File: config.mk
export PLATFORM = sky130hd
export DESIGN_NAME = ascii_number_parser_core
export DESIGN_NICKNAME = d
export VERILOG_FILES = /design/src/rtl/anp_pkg.sv /design/src/rtl/anp_step.sv /design/src/rtl/ascii_number_parser_core.sv
export VERILOG_INCLUDE_DIRS = /design/src /design/src/rtl
export SDC_FILE = /design/constraint.sdc
export NUM_CORES = 1
export LEC_CHECK = 0
export ABC_AREA = 1
export BUFFER_PORTS_ARGS = -buffer_cell sky130_fd_sc_hd__buf_4
export CAP_MARGIN = 5
export CELL_PAD_IN_SITES_DETAIL_PLACEMENT = 0
export CELL_PAD_IN_SITES_GLOBAL_PLACEMENT = 2
export CORE_UTILIZATION = 30
export CTS_BUF_LIST = sky130_fd_sc_hd__clkbuf_8
export DETAILED_ROUTE_END_ITERATION = 12
export GPL_TIMING_DRIVEN = 0
export HOLD_SLACK_MARGIN = 0.02
export PLACE_DENSITY = 0.69
export RECOVER_POWER = 50
export REMOVE_ABC_BUFFERS = 1
export SYNTH_ARGS = -nofsm -noshare
export SYNTH_HDL_FRONTEND = slang
export SYNTH_SLANG_ARGS = --single-unit
File: constraint.sdc
create_clock -name clock -period 6.85 [get_ports clock]
set_clock_uncertainty 0.15 [all_clocks]
set_input_delay 1.7125 -clock clock [delete_from_list [all_inputs] [get_ports clock]]
set_output_delay 1.7125 -clock clock [all_outputs]
set_load 0.03 [all_outputs]
File: src/rtl/ascii_number_parser_core_macros.svh
// assertion macros used by the parser core rtl
`ifndef ASCII_NUMBER_PARSER_CORE_MACROS_SVH
`define ASCII_NUMBER_PARSER_CORE_MACROS_SVH

`ifndef SYNTHESIS
`define ANP_ASSERT_IMPLIES(label, clk, rst, ante, cons) \
   label: assert property (@(posedge clk) disable iff (rst) (ante) |-> (cons)) \
      else $error("anp assertion failed");
`define ANP_ASSERT_NEXT(label, clk, rst, ante, cons) \
   label: assert property (@(posedge clk) disable iff (rst) (ante) |=> (cons)) \
      else $error("anp assertion failed");
`else
`define ANP_ASSERT_IMPLIES(label, clk, rst, ante, cons)
`define ANP_ASSERT_NEXT(label, clk, rst, ante, cons)
`endif

`endif

File: src/rtl/anp_pkg.sv
package anp_pkg;

   localparam logic KIND_CHAR = 1'b0;
   localparam logic KIND_END  = 1'b1;

   localparam logic [31:0] NARROW_MAX     = 32'd65535;
   localparam logic [3:0]  WIDE_LEN_LIMIT = 4'd11;
   localparam logic [3:0]  HEX_LEN_LIMIT  = 4'd7;
   localparam logic [3:0]  DEC_LEN_LIMIT  = 4'd6;
   localparam logic [3:0]  HEX_MIN_LEN    = 4'd2;
   localparam logic [3:0]  COUNT_MAX      = 4'd15;
   localparam logic [31:0] DEC_BASE       = 32'd10;

   localparam logic [7:0] CH_ZERO    = 8'h30;
   localparam logic [7:0] CH_NINE    = 8'h39;
   localparam logic [7:0] CH_UPPER_A = 8'h41;
   localparam logic [7:0] CH_UPPER_F = 8'h46;
   localparam logic [7:0] CH_LOWER_A = 8'h61;
   localparam logic [7:0] CH_LOWER_F = 8'h66;
   localparam logic [7:0] CH_LOWER_X = 8'h78;
   localparam logic [7:0] CH_UPPER_X = 8'h58;

   typedef struct packed {
      logic       kind;
      logic [7:0] ch;
      logic       wide_mode;
   } anp_req_type;

   typedef struct packed {
      logic [31:0] value;
      logic        error;
   } anp_rsp_type;

   function automatic logic is_dec_char(input logic [7:0] c);
      return (c >= CH_ZERO) && (c <= CH_NINE);
   endfunction

   function automatic logic is_hex_char(input logic [7:0] c);
      return is_dec_char(c) ||
             ((c >= CH_UPPER_A) && (c <= CH_UPPER_F)) ||
             ((c >= CH_LOWER_A) && (c <= CH_LOWER_F));
   endfunction

   // digit value of a hex character, 0 for anything else
   function automatic logic [3:0] hex_char_value(input logic [7:0] c);
      logic [7:0] d;
      d = 8'd0;
      if (is_dec_char(c)) begin
         d = c - CH_ZERO;
      end else if ((c >= CH_UPPER_A) && (c <= CH_UPPER_F)) begin
         d = c - CH_UPPER_A + 8'd10;
      end else if ((c >= CH_LOWER_A) && (c <= CH_LOWER_F)) begin
         d = c - CH_LOWER_A + 8'd10;
      end
      return d[3:0];
   endfunction

endpackage

File: src/rtl/anp_step.sv
module anp_step
   import anp_pkg::*;
(
   input  logic        clock,
   input  logic        reset,
   input  logic        advance,
   input  anp_req_type item,
   output anp_rsp_type result
);

   logic [31:0] acc_ff, acc_in;
   logic [3:0]  count_ff, count_in;
   logic        first_zero_ff, first_zero_in;
   logic        hex_ff, hex_in;
   logic        bad_ff, bad_in;

   logic [7:0]  dec_digit;
   logic        is_prefix;
   logic        err;
   logic [31:0] val;

   assign dec_digit = item.ch - CH_ZERO;
   assign is_prefix = !item.wide_mode && (count_ff == 4'd1) && first_zero_ff && !hex_ff &&
                      ((item.ch == CH_LOWER_X) || (item.ch == CH_UPPER_X));

   // final check on the state built so far
   always_comb begin
      err = 1'b0;
      val = 32'd0;
      if (count_ff == 4'd0) begin
         err = 1'b0;
         val = 32'd0;
      end else if (item.wide_mode) begin
         err = bad_ff || hex_ff || (count_ff >= WIDE_LEN_LIMIT);
         val = acc_ff;
      end else if (hex_ff) begin
         err = bad_ff || (count_ff <= HEX_MIN_LEN) || (count_ff >= HEX_LEN_LIMIT);
         val = {16'd0, acc_ff[15:0]};
      end else begin
         err = bad_ff || (count_ff >= DEC_LEN_LIMIT);
         val = (acc_ff > NARROW_MAX) ? 32'd0 : acc_ff;
      end
      result.error = err;
      result.value = err ? 32'd0 : val;
   end

   always_comb begin
      acc_in        = acc_ff;
      count_in      = count_ff;
      first_zero_in = first_zero_ff;
      hex_in        = hex_ff;
      bad_in        = bad_ff;
      if (item.kind == KIND_END) begin
         acc_in        = 32'd0;
         count_in      = 4'd0;
         first_zero_in = 1'b0;
         hex_in        = 1'b0;
         bad_in        = 1'b0;
      end else begin
         if (count_ff < COUNT_MAX) begin
            count_in = count_ff + 4'd1;
         end
         if (!bad_ff) begin
            if (is_prefix) begin
               hex_in = 1'b1;
               acc_in = 32'd0;
            end else if (hex_ff) begin
               if (item.wide_mode || !is_hex_char(item.ch)) begin
                  bad_in = 1'b1;
               end else begin
                  acc_in = {acc_ff[27:0], hex_char_value(item.ch)};
               end
            end else if (!is_dec_char(item.ch)) begin
               bad_in = 1'b1;
            end else begin
               if (count_ff == 4'd0) begin
                  first_zero_in = (item.ch == CH_ZERO);
               end
               acc_in = acc_ff * DEC_BASE + {24'd0, dec_digit};
            end
         end
      end
   end

   always_ff @(posedge clock) begin
      if (reset) begin
         acc_ff        <= 32'd0;
         count_ff      <= 4'd0;
         first_zero_ff <= 1'b0;
         hex_ff        <= 1'b0;
         bad_ff        <= 1'b0;
      end else if (advance) begin
         acc_ff        <= acc_in;
         count_ff      <= count_in;
         first_zero_ff <= first_zero_in;
         hex_ff        <= hex_in;
         bad_ff        <= bad_in;
      end
   end

endmodule

File: src/rtl/ascii_number_parser_core.sv
// ascii number parser: takes one character transaction per cycle and, on an
// end-of-string transaction, returns one result transaction with the parsed
// value and an error flag. narrow mode reads 1-5 decimal digits (above 65535
// reads as 0) or 0x/0X with 1-4 hex digits; wide mode reads 1-10 decimal
// digits modulo 2^32. malformed or overlong strings give error with value 0,
// an empty string gives 0 without error. character transactions give no
// result. a new transaction is taken every cycle; an end transaction's result
// is built from the input register and then held in the result register,
// and the per-cycle limit is the multiply-by-ten-and-add of the
// accumulator update. only a stalled result held in the result register,
// with another end transaction waiting behind it, holds off the input side.
`include "ascii_number_parser_core_macros.svh"

module ascii_number_parser_core
   import anp_pkg::*;
(
   input  logic        clock,
   input  logic        reset,
   input  logic        req_valid,
   output logic        req_stall,
   input  anp_req_type req_data,
   output logic        rsp_valid,
   input  logic        rsp_stall,
   output anp_rsp_type rsp_data
);

   // input register
   logic        s1_valid_ff, s1_valid_in;
   anp_req_type s1_item_ff;

   // result register
   logic        rsp_valid_ff, rsp_valid_in;
   anp_rsp_type rsp_data_ff;

   logic        req_accept;
   logic        out_free;
   logic        s1_advance;
   logic        rsp_load;
   anp_rsp_type step_result;

   // result register can take a new result this cycle
   assign out_free   = !rsp_valid_ff || !rsp_stall;
   // characters only touch state; end transactions need room at the output
   assign s1_advance = s1_valid_ff && ((s1_item_ff.kind == KIND_CHAR) || out_free);
   assign rsp_load   = s1_valid_ff && (s1_item_ff.kind == KIND_END) && out_free;
   assign req_stall  = s1_valid_ff && !s1_advance;
   assign req_accept = req_valid && !req_stall;

   always_comb begin
      s1_valid_in = s1_valid_ff;
      if (req_accept) begin
         s1_valid_in = 1'b1;
      end else if (s1_advance) begin
         s1_valid_in = 1'b0;
      end
   end

   always_comb begin
      rsp_valid_in = rsp_valid_ff && rsp_stall;
      if (rsp_load) begin
         rsp_valid_in = 1'b1;
      end
   end

   always_ff @(posedge clock) begin
      if (reset) begin
         s1_valid_ff  <= 1'b0;
         rsp_valid_ff <= 1'b0;
      end else begin
         s1_valid_ff  <= s1_valid_in;
         rsp_valid_ff <= rsp_valid_in;
      end
   end

   always_ff @(posedge clock) begin
      if (req_accept) begin
         s1_item_ff <= req_data;
      end
      if (rsp_load) begin
         rsp_data_ff <= step_result;
      end
   end

   // parse state and end-of-string check
   anp_step u_step (
      .clock   (clock),
      .reset   (reset),
      .advance (s1_advance),
      .item    (s1_item_ff),
      .result  (step_result)
   );

   assign rsp_valid = rsp_valid_ff;
   assign rsp_data  = rsp_data_ff;

   // an error result never carries a value
   `ANP_ASSERT_IMPLIES(a_err_zero, clock, reset, rsp_valid_ff && rsp_data_ff.error,
                       rsp_data_ff.value == 32'd0)
   // character transactions never hold off the input side
   `ANP_ASSERT_IMPLIES(a_char_no_stall, clock, reset,
                       s1_valid_ff && (s1_item_ff.kind == KIND_CHAR), !req_stall)
   // a loaded result is offered on the next cycle
   `ANP_ASSERT_NEXT(a_load_shows, clock, reset, rsp_load, rsp_valid_ff)
   // stall toward the input only with a pending end transaction
   `ANP_ASSERT_IMPLIES(a_stall_cause, clock, reset, req_stall,
                       s1_valid_ff && (s1_item_ff.kind == KIND_END) && rsp_valid_ff)

endmodule
==> results of run 1 <==
==> stage by stage <==
stage | hold WS [ns] | area, sq um | std cells
6_report | 0.335 | 8350 | 1493
5_1_grt | 0.372 | 8350 | 1493
4_1_cts | 0.336 | 8500 | 1493
3_5_place_dp | 0.322 | 8300 | 1477
3_3_place_gp | 0.306 | 8250 | 1475
2_1_floorplan | 0.289 | 7480 | 1103
==> power breakdown <==
group          internal [uW]  switching (uW)
combinational           50.1             107
clock                    171             195
sequential               541            14.4
==> registers in the layout, indices dropped and copies added, names as in the netlist <==
| signal | count |
|---|---|
| u_step.acc_ff | 32 |
| rsp_valid | 1 |
| s1_valid_ff | 1 |
| s1_item_ff | 10 |
| u_step.hex_ff | 1 |
| u_step.first_zero_ff | 1 |
| u_step.bad_ff | 1 |
| u_step.count_ff | 4 |
| rsp_data | 33 |
==> metal layers <==
metal | global-route usage, % | wire, um
met1 | 23.6 | 10800
met3 | 2.20 | 368
met5 | 0 | 0
met2 | 33.2 | 11500
met4 | 2.49 | 152
==> worst max-delay path, stage by stage <==
cell	delay, ns
sky130_fd_sc_hd__clkbuf_4	0.10
sky130_fd_sc_hd__nand2_1	0.07
sky130_fd_sc_hd__nor2_1	0.20
sky130_fd_sc_hd__buf_4	0.20
==> how the worst max path moves through the flow <==
stage / slack (ns) / cells past startpoint / start / end
after floorplan: 2.72 / 2 / rsp_stall / req_stall
final: 2.71 / 4 / rsp_stall / req_stall
after global routing: 2.38 / 18 / u_step.acc_ff[1]$_SDFFE_PP0P_ / u_step.acc_ff[31]$_SDFFE_PP0P_
after CTS: 2.70 / 18 / u_step.acc_ff[3]$_SDFFE_PP0P_ / u_step.acc_ff[31]$_SDFFE_PP0P_
after detailed placement: 2.74 / 18 / u_step.acc_ff[3]$_SDFFE_PP0P_ / u_step.acc_ff[31]$_SDFFE_PP0P_
after global placement: 1.73 / 9 / u_step.hex_ff$_SDFFE_PP0P_ / u_step.acc_ff[24]$_SDFFE_PP0P_
==> cell usage after synthesis (all sizes together) <==
cell / n / area (sq um)
nor2: 94 / 440
a21oi: 74 / 374
xor2: 17 / 149
and2: 4 / 27.5
fa: 2 / 40.0
or2: 2 / 15.0
nand3: 86 / 500
a211oi: 9 / 67.6
o31ai: 3 / 22.5
o211ai: 2 / 15.0
a41oi: 1 / 8.76
xnor2: 6 / 52.6
dfxtp: 41 / 821
nand3b: 6 / 45.0
clkbuf: 16 / 60.1
edfxtp: 43 / 1290
nand4: 19 / 125
inv: 176 / 663
o21a: 1 / 7.51
clkinv: 2 / 7.51
nand2: 359 / 1430
buf: 6 / 36.3
nor4: 2 / 12.5
a31oi: 4 / 25.0
o21bai: 2 / 15.0
o211a: 2 / 20.0
o21ai: 26 / 134
nor3: 44 / 230
ha: 74 / 926
a21boi: 1 / 7.51
o2111ai: 1 / 8.76
==> cell families (layout without fill, tap and decap cells) <==
family                     after synthesis  in the layout  synth area share (%)
buffers and inverters                  200            244                  10.1
AOI/OAI and AO/OA                      126            126                  9.31
xor gates and xnor gates                23             23                  2.66
and+or+nand+nor                        616            616                  37.3
DFF                                     84             84                  27.9
adders and majority gates               76             76                  12.7
==> final cells by class <==
cell class                      count  area (sq um)
Inverter                          178           671
Fill cell                        2792         16200
Clock inverter                      7          76.3
Timing Repair Buffer               50           255
Multi-Input combinational cell    841          4710
Tap cell                          324           405
Sequential cell                    84          2110
Clock buffer                        9           124
==> impl_summary.txt, run 1 <==
----------------------------------------------------
[Run status]
  Result of the run ... complete, but fails checks
  Violated checks ... capacitance limit, slew limit

[Synth]
  Portion of the post-synthesis area used by sequential elements ... 27.9%
  Register bit total from synthesis ... 84
  Yosys warning total ... 0
  Combined area of all synthesized cells ... 7580 sq um
  Synthesized netlist cell count ... 1,125
  Synthesized area per cell ... 6.74 sq um
  Yosys cell types ... 49

[Timing]
  Count of final max-slew check failures ... 37
  Final worst-path cycle share ... 60.4%
  Final setup vio count ... 0
  Headroom to the max-slew limit ... -34.2%
  Slew at the pin closest to its max-slew limit ... 2.01 ns
  Final worst setup slack ... 2.71 ns
  Clock period minus final worst setup slack ... 4.14 ns
  Achievable clock frequency ... 0.242 GHz
  Final sum of negative setup slack ... 0 ns
  Endpoints failing hold ... 0
  Setup repair after global routing missed its margin ... no

[Global route]
  Number of global-route vias before repair ... 6,854
  First-pass GRT wire length ... 37,100 um
  Global router's overall resource usage ... 18.3%
  Final global-route overflow total ... 0
  Maximum number of pins on one net before global-route repair ... 42
  Antenna violations before repair ... 0

[Worst setup path]
  Destination of the worst register-to-register timing path ... u_step.acc_ff[31]$_SDFFE_PP0P_
  Number of cell instances on the worst register-to-register path ... 18
  Required @ worst endpoint ... 4.99 ns
  Largest fanout on the critical path ... 3
  Reg-to-reg slack, setup ... 2.71 ns
  Crit path launch type ... primary input
  Source of the worst register-to-register timing path ... u_step.acc_ff[3]$_SDFFE_PP0P_
  Worst path arrival time ... 2.27 ns
  Worst setup EP type ... output port
  Kind of critical path ... in -> out

[Placement]
  Worst setup timing slack at the placement stage ... 2.74 ns
  Count of buffers from port buffering ... 48
  Detailed Place HPWL ... 18,600 um
  Final GP Congestion ... 0.842

[Hold path]
  Cell count of the worst hold path ... 2
  Hold/Removal Path Class ... reg -> reg
  Destination of the worst hold path ... u_step.acc_ff[31]$_SDFFE_PP0P_
  Origin of the worst min-delay path ... u_step.acc_ff[31]$_SDFFE_PP0P_

[Power and ir drop]
  Leakage power total ... 0.00389 uW
  Overall power after layout ... 1080 uW
  Worst VDD drop ... 85.0 uV
  Power per standard cell area ... 129 nW/um^2

[Job]
  Max Cap Violations ... 1

[CTS]
  TritonCTS buffer count ... 9
  Total number of clock tree sinks ... 84
  Post-CTS setup repair buffer count ... 0
  Clock-pin transition on the worst setup and hold timing paths ... 0.09 ns
  CTS root buffer ... sky130_fd_sc_hd__clkbuf_8
  CTS tree ... done
  Worst-Skew Late Latency ... 0.37 ns
  Hold buffer count at cts ... 0
  Clock H-tree levels ... 3
  Number of cells upsized or downsized after cts ... 0
  Buffer depth of the longest clock path ... 2

[Die]
  Starting density of the core ... 30.9%
  Die width ... 161 um
  Total number of placement rows ... 57
  Number of primary I/O pins ... 49
  Floorplan Core Area ... 24,500 sq um
  Die Outline Area ... 25,900 sq um
  Die height ... 161 um

[Cells and area]
  Most common library cell in the layout ignoring fill and taps ... sky130_fd_sc_hd__nand2_1
  Final net count ... 1,254
  Layout-stage area growth over the synthesis result ... 10.2%
  Utilization after layout ... 34.0%
  Fraction of layout cells with a size suffix above 1 ... 9.84%
  Commonest cells after routing, fill and taps aside ... sky130_fd_sc_hd__nand2_1, sky130_fd_sc_hd__inv_1, sky130_fd_sc_hd__nand3_1, sky130_fd_sc_hd__ha_1, sky130_fd_sc_hd__a21oi_1
  Number of antenna repair diodes ... 0

[Detailed routing]
  Average wire per standard cell ... 15.3 um
  DR vias/cell ... 4.65
  First-pass iteration count of the detailed router ... 4
  Vias after detailed routing ... 6,948
  DRC violations left ... 0
  Drt initial violations ... 405
  ANT nets after route ... 0
  Final Routed Wirelength ... 22,800 um

----------------------------------------------------
Note: power is estimated with default switching activity, not from simulation.
==> inputs of run 2 (changes only) <==
--- a/config.mk
+++ b/config.mk
@@ -6,7 +6,7 @@
 export SDC_FILE = /design/constraint.sdc
 export NUM_CORES = 1
 export LEC_CHECK = 0
-export ABC_AREA = 1
+export ABC_AREA = 0
 export BUFFER_PORTS_ARGS = -buffer_cell sky130_fd_sc_hd__buf_4
 export CAP_MARGIN = 5
 export CELL_PAD_IN_SITES_DETAIL_PLACEMENT = 0
@@ -16,7 +16,7 @@
 export DETAILED_ROUTE_END_ITERATION = 12
 export GPL_TIMING_DRIVEN = 0
 export HOLD_SLACK_MARGIN = 0.02
-export PLACE_DENSITY = 0.69
+export PLACE_DENSITY = 0.67
 export RECOVER_POWER = 50
 export REMOVE_ABC_BUFFERS = 1
 export SYNTH_ARGS = -nofsm -noshare
==> constraint.sdc (replaced) <==
create_clock -name clock -period 3.8 [get_ports clock]
set_clock_uncertainty 0.15 [all_clocks]
set_input_delay 0.95 -clock clock [delete_from_list [all_inputs] [get_ports clock]]
set_output_delay 0.95 -clock clock [all_outputs]
set_load 0.03 [all_outputs]
==> run 2 against run 1 <==
Against the previous run: the flow finishes with violations (capacitance limit, slew limit, setup timing); sequential power increased by 78%; power increased by 71%; sequential share of layout area increased by 0.54 points; die area decreased by 8.5%; critical path depth increased by 10; setup slack got worse by 2.9 ns; global-route usage decreased by 0.69 points; flip-flop and latch count unchanged.
==> impl_summary.txt, run 2 <==
----------------------------------------------------
[Run status]
  Result of the run ... complete, but fails checks
  Violated checks ... capacitance limit, slew limit, setup timing

[Cells and area]
  Layout-stage area growth over the synthesis result ... 19.8%
  Number of antenna repair diodes ... 0 (unchanged)
  Final net count ... 955 (-24%)
  Utilization after layout ... 36.6% (+2.6 points)
  Commonest cells after routing, fill and taps aside ... sky130_fd_sc_hd__nor2_1, sky130_fd_sc_hd__a21oi_1, sky130_fd_sc_hd__ha_1, sky130_fd_sc_hd__nand2_1, sky130_fd_sc_hd__edfxtp_1
  Flip-flop count of the largest register after layout ... 33 (unchanged)
  Area occupied by registers ... 2140 sq um (+1.4%)
  Fraction of layout cells with a size suffix above 1 ... 20.1% (+10 points)
  Most common library cell in the layout ignoring fill and taps ... sky130_fd_sc_hd__nor2_1
  # fillers ... 2,350 (-16%)
  Combined area of the multi-input logic cells ... 4980 sq um (+5.7%)

[Worst setup path]
  Largest fanout on the critical path ... 5 (+2)
  Kind of critical path ... reg -> reg
  Cell-by-cell listing of the critical path ... ha_4 -> ha_4 -> fa_2 -> a211oi_4 -> buf_6 -> o31a_1 -> buf_4 -> or3_4 -> o211ai_1 -> nor2_1 -> nand4_2 -> or4_4 -> or4b_1 -> o211ai_1
  Required @ worst endpoint ... 3.92 ns (-1.07 ns)
  Slowest Stage Delay on Critical Path ... 0.57 ns (+0.37 ns)
  Crit path launch type ... register
  Cell at the slowest stage of the critical path ... sky130_fd_sc_hd__or4_4
  Worst path arrival time ... 4.07 ns (+1.80 ns)
  Worst setup EP type ... register

[Die]
  Die height ... 154 um (-4.4%)
  Floorplan Core Area ... 22,600 sq um (-7.7%)
  Total number of placement rows ... 55 (-3.5%)
  Die width ... 154 um (-4.4%)
  Starting density of the core ... 30.6% (-0.31 points)
  Die Outline Area ... 23,700 sq um (-8.5%)
  Number of primary I/O pins ... 49 (unchanged)

[Timing]
  Final sum of negative setup slack ... -0.475 ns (-0.475 ns)
  Setup repair after global routing missed its margin ... yes
  Slew at the pin closest to its max-slew limit ... 1.54 ns (-0.468 ns)
  Clock period minus final worst setup slack ... 3.94 ns
  Final worst-path cycle share ... 104%
  Fin Hold WS ... 0.356 ns (+0.0212 ns)
  Count of final max-slew check failures ... 19 (-49%)
  Endpoints failing hold ... 0 (unchanged)
  Final worst setup slack ... -0.144 ns (-2.86 ns)
  Final setup vio count ... 6 (+6)
  Achievable clock frequency ... 0.254 GHz
  Headroom to the max-slew limit ... -2.95% (+31 points)

[Detailed routing]
  First-pass iteration count of the detailed router ... 4 (unchanged)
  Drt initial violations ... 351 (-13%)
  Vias after detailed routing ... 6,259 (-9.9%)
  Final Routed Wirelength ... 20,500 um (-10%)
  DRC violations left ... 0 (unchanged)
  ANT nets after route ... 0 (unchanged)
  Average wire per standard cell ... 17.8 um (+16%)
  DR vias/cell ... 5.42 (+16%)

[Synth]
  Synthesized netlist cell count ... 799 (-29%)
  Most used DFF post-synth ... sky130_fd_sc_hd__edfxtp_1
  Post-synth top area share ... 18.7% (+1.6 points)
  Most numerous cell types in the synthesized netlist ... sky130_fd_sc_hd__ha_1, sky130_fd_sc_hd__a21oi_1, sky130_fd_sc_hd__nor2_1
  Synthesized area per cell ... 8.66 sq um (+29%)
  Yosys warning total ... 0 (unchanged)
  Leading cell type by number of instances after synthesis ... sky130_fd_sc_hd__ha_1
  Combined area of all synthesized cells ... 6920 sq um (-8.7%)
  Register bit total from synthesis ... 84 (unchanged)
  EDFF count, synth ... 43 (unchanged)
  Yosys cell types ... 83 (+69%)
  Post-synthesis async set-or-reset flop share ... 0% (unchanged)
  Synth top area cells ... sky130_fd_sc_hd__edfxtp_1, sky130_fd_sc_hd__ha_1, sky130_fd_sc_hd__dfxtp_1
  Portion of the post-synthesis area used by sequential elements ... 30.5% (+2.6 points)
  Library cell with the largest summed area after synthesis ... sky130_fd_sc_hd__edfxtp_1

[CTS]
  Buffer depth of the longest clock path ... 2 (unchanged)
  TritonCTS buffer count ... 9 (unchanged)
  Worst-Skew Late Latency ... 0.36 ns (about the same)
  CTS tree ... done
  Total number of clock tree sinks ... 84 (unchanged)
  Clock-pin transition on the worst setup and hold timing paths ... 0.10 ns (about the same)
  CTS root buffer ... sky130_fd_sc_hd__clkbuf_8
  Clock H-tree levels ... 3 (unchanged)
  Hold buffer count at cts ... 0 (unchanged)

[Placement]
  Count of buffers from port buffering ... 48 (unchanged)
  Worst setup timing slack at the placement stage ... -1.09 ns (-3.83 ns)
  Detailed Place HPWL ... 15,400 um (-17%)
  Final GP Congestion ... 0.783 (-7.0%)

[Power and ir drop]
  Overall power after layout ... 1850 uW (+71%)
  Seq pwr share ... 53.7% (+2.2 points)
  Leakage power total ... 0.00321 uW (-17%)
  Switching part of the total ... 26.8% (-2.6 points)
  Power Internal ... 1350 uW (+77%)
  Worst VDD drop ... 167 uV (+97%)
  Net load switching power ... 494 uW (+56%)
  Combinational cell fraction of total power ... 10.8% (-3.8 points)
  Clock group share of total power ... 35.5% (+1.6 points)
  Power per standard cell area ... 222 nW/um^2 (+72%)

[Job]
  Max Cap Violations ... 1 (unchanged)

[Global route]
  Number of global-route vias before repair ... 6,183 (-9.8%)
  Maximum number of pins on one net before global-route repair ... 48 (+14%)
  Final global-route overflow total ... 0 (unchanged)
  First-pass GRT wire length ... 33,400 um (-10%)
  Global router's overall resource usage ... 17.6% (-0.69 points)
  Antenna violations before repair ... 0 (unchanged)

[Hold path]
  Hold/Removal Path Class ... reg -> reg

----------------------------------------------------
## run 2: changes by cell type after synthesis, moves of 30 or more
cell / previous run / this run
sky130_fd_sc_hd__nand2_2: 30 / 0
sky130_fd_sc_hd__inv_1: 170 / 19
sky130_fd_sc_hd__nand3_1: 75 / 17
sky130_fd_sc_hd__nand2_1: 328 / 62
sky130_fd_sc_hd__and2_1: 3 / 44
## run 2: per-layer routing
metal	track usage (%)	wire length [um]
met1	25.2	10700
met3	1.61	446
met4	3.90	195
met5	0	0
met2	28.5	9200
## run 2: path summary, 6_finish.rpt
check                                                  startpoint                                 to  slack (ns)  cells past startpoint
worst max-delay path                u_step.acc_ff[3]$_SDFFE_PP0P_     u_step.acc_ff[31]$_SDFFE_PP0P_       -0.14                     14
worst max register to register      u_step.acc_ff[3]$_SDFFE_PP0P_     u_step.acc_ff[31]$_SDFFE_PP0P_       -0.14                     14
worst min register to register  u_step.first_zero_ff$_SDFFE_PP0P_  u_step.first_zero_ff$_SDFFE_PP0P_        0.36                      2
worst min-delay path            u_step.first_zero_ff$_SDFFE_PP0P_  u_step.first_zero_ff$_SDFFE_PP0P_        0.36                      2
## run 2: logic make-up after synthesis
| logic type | after synthesis | synth area share [%] |
|---|---|---|
| AO/OA/AOI/OAI | 229 | 22.4 |
| XOR/XNOR | 36 | 4.77 |
| adder cells (fa/ha/maj) | 76 | 14.0 |
| buffers and inverters | 51 | 3.07 |
| flip-flops | 84 | 30.5 |
| multiplexers | 3 | 0.434 |
| AND/OR/NAND/NOR | 320 | 24.9 |
## run 2: stage by stage
step           instance area, sq um  cells
6_report                       8290   1155
3_5_place_dp                   7550   1102
4_1_cts                        8200   1145
2_1_floorplan                  6780    767
3_3_place_gp                   7500   1100
5_1_grt                        8290   1155
## run 2: critical path, delay by kind of cell, from the launching register on
family,cells,cell delay [ns]
buf+inv,2,0.31
simple gates,5,1.51
fa+ha+maj,3,0.82
compound gates,4,0.68
flops,1,0.39
## run 2: final cells by class
| cell class | count | area share [%] |
|---|---|---|
| clock buffer | 9 | 1.49 |
| clock inverter | 7 | 0.920 |
| inverter | 19 | 0.860 |
| multi-input combinational | 664 | 60.0 |
| sequential | 84 | 25.8 |
| tap | 285 | 4.30 |
| timing repair buffer | 87 | 6.56 |
## run 2: timing repair
action	CTS	global route
gates cloned	0	0
pin swaps	20	26
endpoints found under the setup margin	20	15
buffers inserted	27	10
resized for setup	58	51
## run 2: power groups by stage
stage,clock [uW],combinational [uW],sequential (uW)
4_1_cts,677,200,990
2_1_floorplan,0,107,1020
6_report,656,199,990
3_3_place_gp,0,186,1010
5_1_grt,715,221,993
3_5_place_dp,0,193,1010
==> inputs of run 3 (changes only) <==
--- a/config.mk
+++ b/config.mk
@@ -11,12 +11,12 @@
 export CAP_MARGIN = 5
 export CELL_PAD_IN_SITES_DETAIL_PLACEMENT = 0
 export CELL_PAD_IN_SITES_GLOBAL_PLACEMENT = 2
-export CORE_UTILIZATION = 30
+export CORE_UTILIZATION = 25
 export CTS_BUF_LIST = sky130_fd_sc_hd__clkbuf_8
 export DETAILED_ROUTE_END_ITERATION = 12
 export GPL_TIMING_DRIVEN = 0
 export HOLD_SLACK_MARGIN = 0.02
-export PLACE_DENSITY = 0.67
+export PLACE_DENSITY = 0.57
 export RECOVER_POWER = 50
 export REMOVE_ABC_BUFFERS = 1
 export SYNTH_ARGS = -nofsm -noshare
==> run 3 against run 2 <==
Against the previous run: the run still ends with capacitance limit, slew limit, setup timing left; die area up 20%; register-to-register slack lost 0.09 ns; flip-flop and latch count did not move; first-iteration DRC count increased by 4.0%; non-clock buffer count decreased by 2; largest power group unchanged.
==> impl_summary.txt, run 3 (same netlist as run 2, synthesis figures left out) <==
----------------------------------------------------
[Global route]
  Final global-route overflow total ... 0 (unchanged)
  Global router's overall resource usage ... 15.3% (-2.3 points)
  Number of global-route vias before repair ... 6,138 (-0.73%)
  Antenna violations before repair ... 0 (unchanged)
  First-pass GRT wire length ... 34,200 um (+2.3%)
  Maximum number of pins on one net before global-route repair ... 48 (unchanged)

[Detailed routing]
  Drt initial violations ... 365 (+4.0%)
  Final Routed Wirelength ... 21,500 um (+5.1%)
  Vias after detailed routing ... 6,178 (-1.3%)
  DRC violations left ... 0 (unchanged)
  ANT nets after route ... 0 (unchanged)
  First-pass iteration count of the detailed router ... 4 (unchanged)
  DR vias/cell ... 5.11 (-5.7%)
  Average wire per standard cell ... 17.8 um (+0.38%)

[CTS]
  CTS tree ... done
  Buffer depth of the longest clock path ... 2 (unchanged)
  Worst-Skew Late Latency ... 0.36 ns (about the same)
  TritonCTS buffer count ... 9 (unchanged)
  Hold buffer count at cts ... 0 (unchanged)
  Total number of clock tree sinks ... 84 (unchanged)
  CTS root buffer ... sky130_fd_sc_hd__clkbuf_8
  Clock H-tree levels ... 3 (unchanged)
  Clock-pin transition on the worst setup and hold timing paths ... 0.09 ns (about the same)

[Cells and area]
  Area occupied by registers ... 2140 sq um (-0.18%)
  Commonest cells after routing, fill and taps aside ... sky130_fd_sc_hd__nor2_1, sky130_fd_sc_hd__a21oi_1, sky130_fd_sc_hd__nand2_1, sky130_fd_sc_hd__ha_1, sky130_fd_sc_hd__edfxtp_1
  Final net count ... 953 (-0.21%)
  Combined area of the multi-input logic cells ... 4990 sq um (+0.30%)
  Cell Count, Final, Fillers Out ... 1,209 (+4.7%)
  Fraction of layout cells with a size suffix above 1 ... 18.8% (-1.3 points)
  Number of antenna repair diodes ... 0 (unchanged)
  Most common library cell in the layout ignoring fill and taps ... sky130_fd_sc_hd__nor2_1
  Flip-flop count of the largest register after layout ... 33 (unchanged)
  # fillers ... 2,858 (+22%)
  Layout-stage area growth over the synthesis result ... 20.7%

[Worst setup path]
  Required @ worst endpoint ... 3.93 ns (about the same)
  Worst path arrival time ... 4.16 ns (+0.09 ns)
  Number of cell instances on the worst register-to-register path ... 13 (-1)
  Cell-by-cell listing of the critical path ... ha_4 -> ha_4 -> fa_2 -> a211oi_4 -> buf_6 -> o31ai_4 -> a211oi_1 -> o21bai_1 -> xor2_2 -> nand4_4 -> or4_4 -> or4b_1 -> o211ai_1
  Largest fanout on the critical path ... 5 (unchanged)
  Kind of critical path ... reg -> reg
  Cell at the slowest stage of the critical path ... sky130_fd_sc_hd__or4_4
  Reg-to-reg slack, setup ... -0.23 ns (-0.09 ns)
  Worst setup EP type ... register
  Crit path launch type ... register
  Worst setup endpoint ... u_step.acc_ff[31]$_SDFFE_PP0P_
  Destination of the worst register-to-register timing path ... u_step.acc_ff[31]$_SDFFE_PP0P_
  Slowest Stage Delay on Critical Path ... 0.57 ns (about the same)
  Critical path startpoint ... u_step.acc_ff[3]$_SDFFE_PP0P_
  Source of the worst register-to-register timing path ... u_step.acc_ff[3]$_SDFFE_PP0P_
  Cell repeated most along the worst path ... sky130_fd_sc_hd__ha_4

[Run status]
  Result of the run ... complete, but fails checks
  Violated checks ... capacitance limit, slew limit, setup timing

[Die]
  Number of primary I/O pins ... 49 (unchanged)
  Floorplan Core Area ... 27,000 sq um (+19%)
  Die width ... 168 um (+9.4%)
  Total number of placement rows ... 60 (+9.1%)
  Starting density of the core ... 25.6% (-5.0 points)
  Die Outline Area ... 28,400 sq um (+20%)
  Die height ... 168 um (+9.4%)

[Power and ir drop]
  Net load switching power ... 488 uW (-1.2%)
  Worst VDD drop ... 109 uV (-34%)
  Seq pwr share ... 54.1% (+0.4 points)
  Switching part of the total ... 26.7% (-0.11 points)
  Power per standard cell area ... 219 nW/um^2 (-1.5%)
  Combinational cell fraction of total power ... 10.9% (about the same)
  Leakage power total ... 0.00319 uW (-0.46%)
  Power Internal ... 1340 uW (-0.64%)
  Clock group share of total power ... 35.0% (-0.5 points)

[Hold path]
  Cell count of the worst hold path ... 2 (unchanged)
  Hold/Removal Path Class ... reg -> reg

[Timing]
  Count of final max-slew check failures ... 20 (+1)
  Setup repair after global routing missed its margin ... yes
  Final setup vio count ... 5 (-1)
  Fin Hold WS ... 0.359 ns (+0.00215 ns)
  Achievable clock frequency ... 0.248 GHz (-2.2%)
  Final worst-path cycle share ... 106% (+2.3 points)
  Final worst setup slack ... -0.232 ns (-0.0877 ns)
  Clock period minus final worst setup slack ... 4.03 ns (+0.0877 ns)
  Endpoints failing hold ... 0 (unchanged)
  Headroom to the max-slew limit ... -8.76% (-5.8 points)
  Final sum of negative setup slack ... -0.545 ns (-0.0698 ns)
  Slew at the pin closest to its max-slew limit ... 1.63 ns (+0.0872 ns)

[Placement]
  Count of placed standard cells including taps ... 1,158 (+5.1%)
  Detailed Place HPWL ... 16,400 um (+6.7%)
  Count of buffers from port buffering ... 48 (unchanged)
  Worst setup timing slack at the placement stage ... -1.08 ns (+0.00928 ns)
  Final GP Congestion ... 0.777 (-0.66%)

[Job]
  Max Cap Violations ... 1 (unchanged)

----------------------------------------------------
-- run 3: worst min path at each step --
stage	start	endpoint
floorplan	u_step.first_zero_ff$_SDFFE_PP0P_	u_step.first_zero_ff$_SDFFE_PP0P_
global placement	u_step.first_zero_ff$_SDFFE_PP0P_	u_step.first_zero_ff$_SDFFE_PP0P_
detailed placement	u_step.first_zero_ff$_SDFFE_PP0P_	u_step.first_zero_ff$_SDFFE_PP0P_
CTS	u_step.first_zero_ff$_SDFFE_PP0P_	u_step.first_zero_ff$_SDFFE_PP0P_
global route	u_step.acc_ff[10]$_SDFFE_PP0P_	u_step.acc_ff[10]$_SDFFE_PP0P_
finish	u_step.acc_ff[10]$_SDFFE_PP0P_	u_step.acc_ff[10]$_SDFFE_PP0P_
-- run 3: layout make-up --
cell class / instances / share of cell area (%)
well taps: 341 / 5.11
clock buffers: 9 / 1.48
repair buffers: 85 / 6.38
inverters: 19 / 0.853
flip-flops and latches: 84 / 25.6
multi-input cells: 664 / 59.7
clock inverters: 7 / 0.838
-- run 3: metrics by stage --
| step | total power [uW] | utilization (%) | area [sq um] |
|---|---|---|---|
| after CTS | 1860 | 30.3 | 8190 |
| after floorplan | 1130 | - | 6780 |
| after global placement | 1200 | 28.0 | 7570 |
| after detailed placement | 1210 | 28.2 | 7630 |
| final | 1830 | 30.9 | 8360 |
| after global routing | 1910 | 30.9 | 8360 |
-- run 3: routing by layer --
metal | share of wire [%] | GRT usage [%] | wire [um] | vias to the layer above
li1 | - | - | - | 3127
met5 | 0 | 0 | 0 | -
met2 | 44 | 24.3 | 9550 | 66
met1 | 53 | 22.0 | 11300 | 2962
met3 | 1.7 | 1.53 | 358 | 23
met4 | 1.5 | 3.99 | 325 | 0
-- run 3: timing repair --
item	in CTS	in global routing
endpoints found under the setup margin	20	22
endpoints found under the hold margin	0	0
setup buffers	20	17
gates resized for setup	48	55
pin swaps	14	32
-- run 3: critical path: cells and delay by family, from the launching register on --
kind,cells,cell delay [ns]
adder cells (fa/ha/maj),3,0.83
flip-flops,1,0.38
AO/OA/AOI/OAI,5,0.95
AND/OR/NAND/NOR,3,1.24
XOR/XNOR,1,0.24
buffers and inverters,1,0.15
-- run 3: power by group through the flow --
stage	Clock [uW]	Combinational [uW]	Sequential, uW
2_1_floorplan	0	107	1020
3_3_place_gp	0	190	1010
3_5_place_dp	0	196	1010
4_1_cts	667	201	990
5_1_grt	698	222	993
6_report	640	200	990
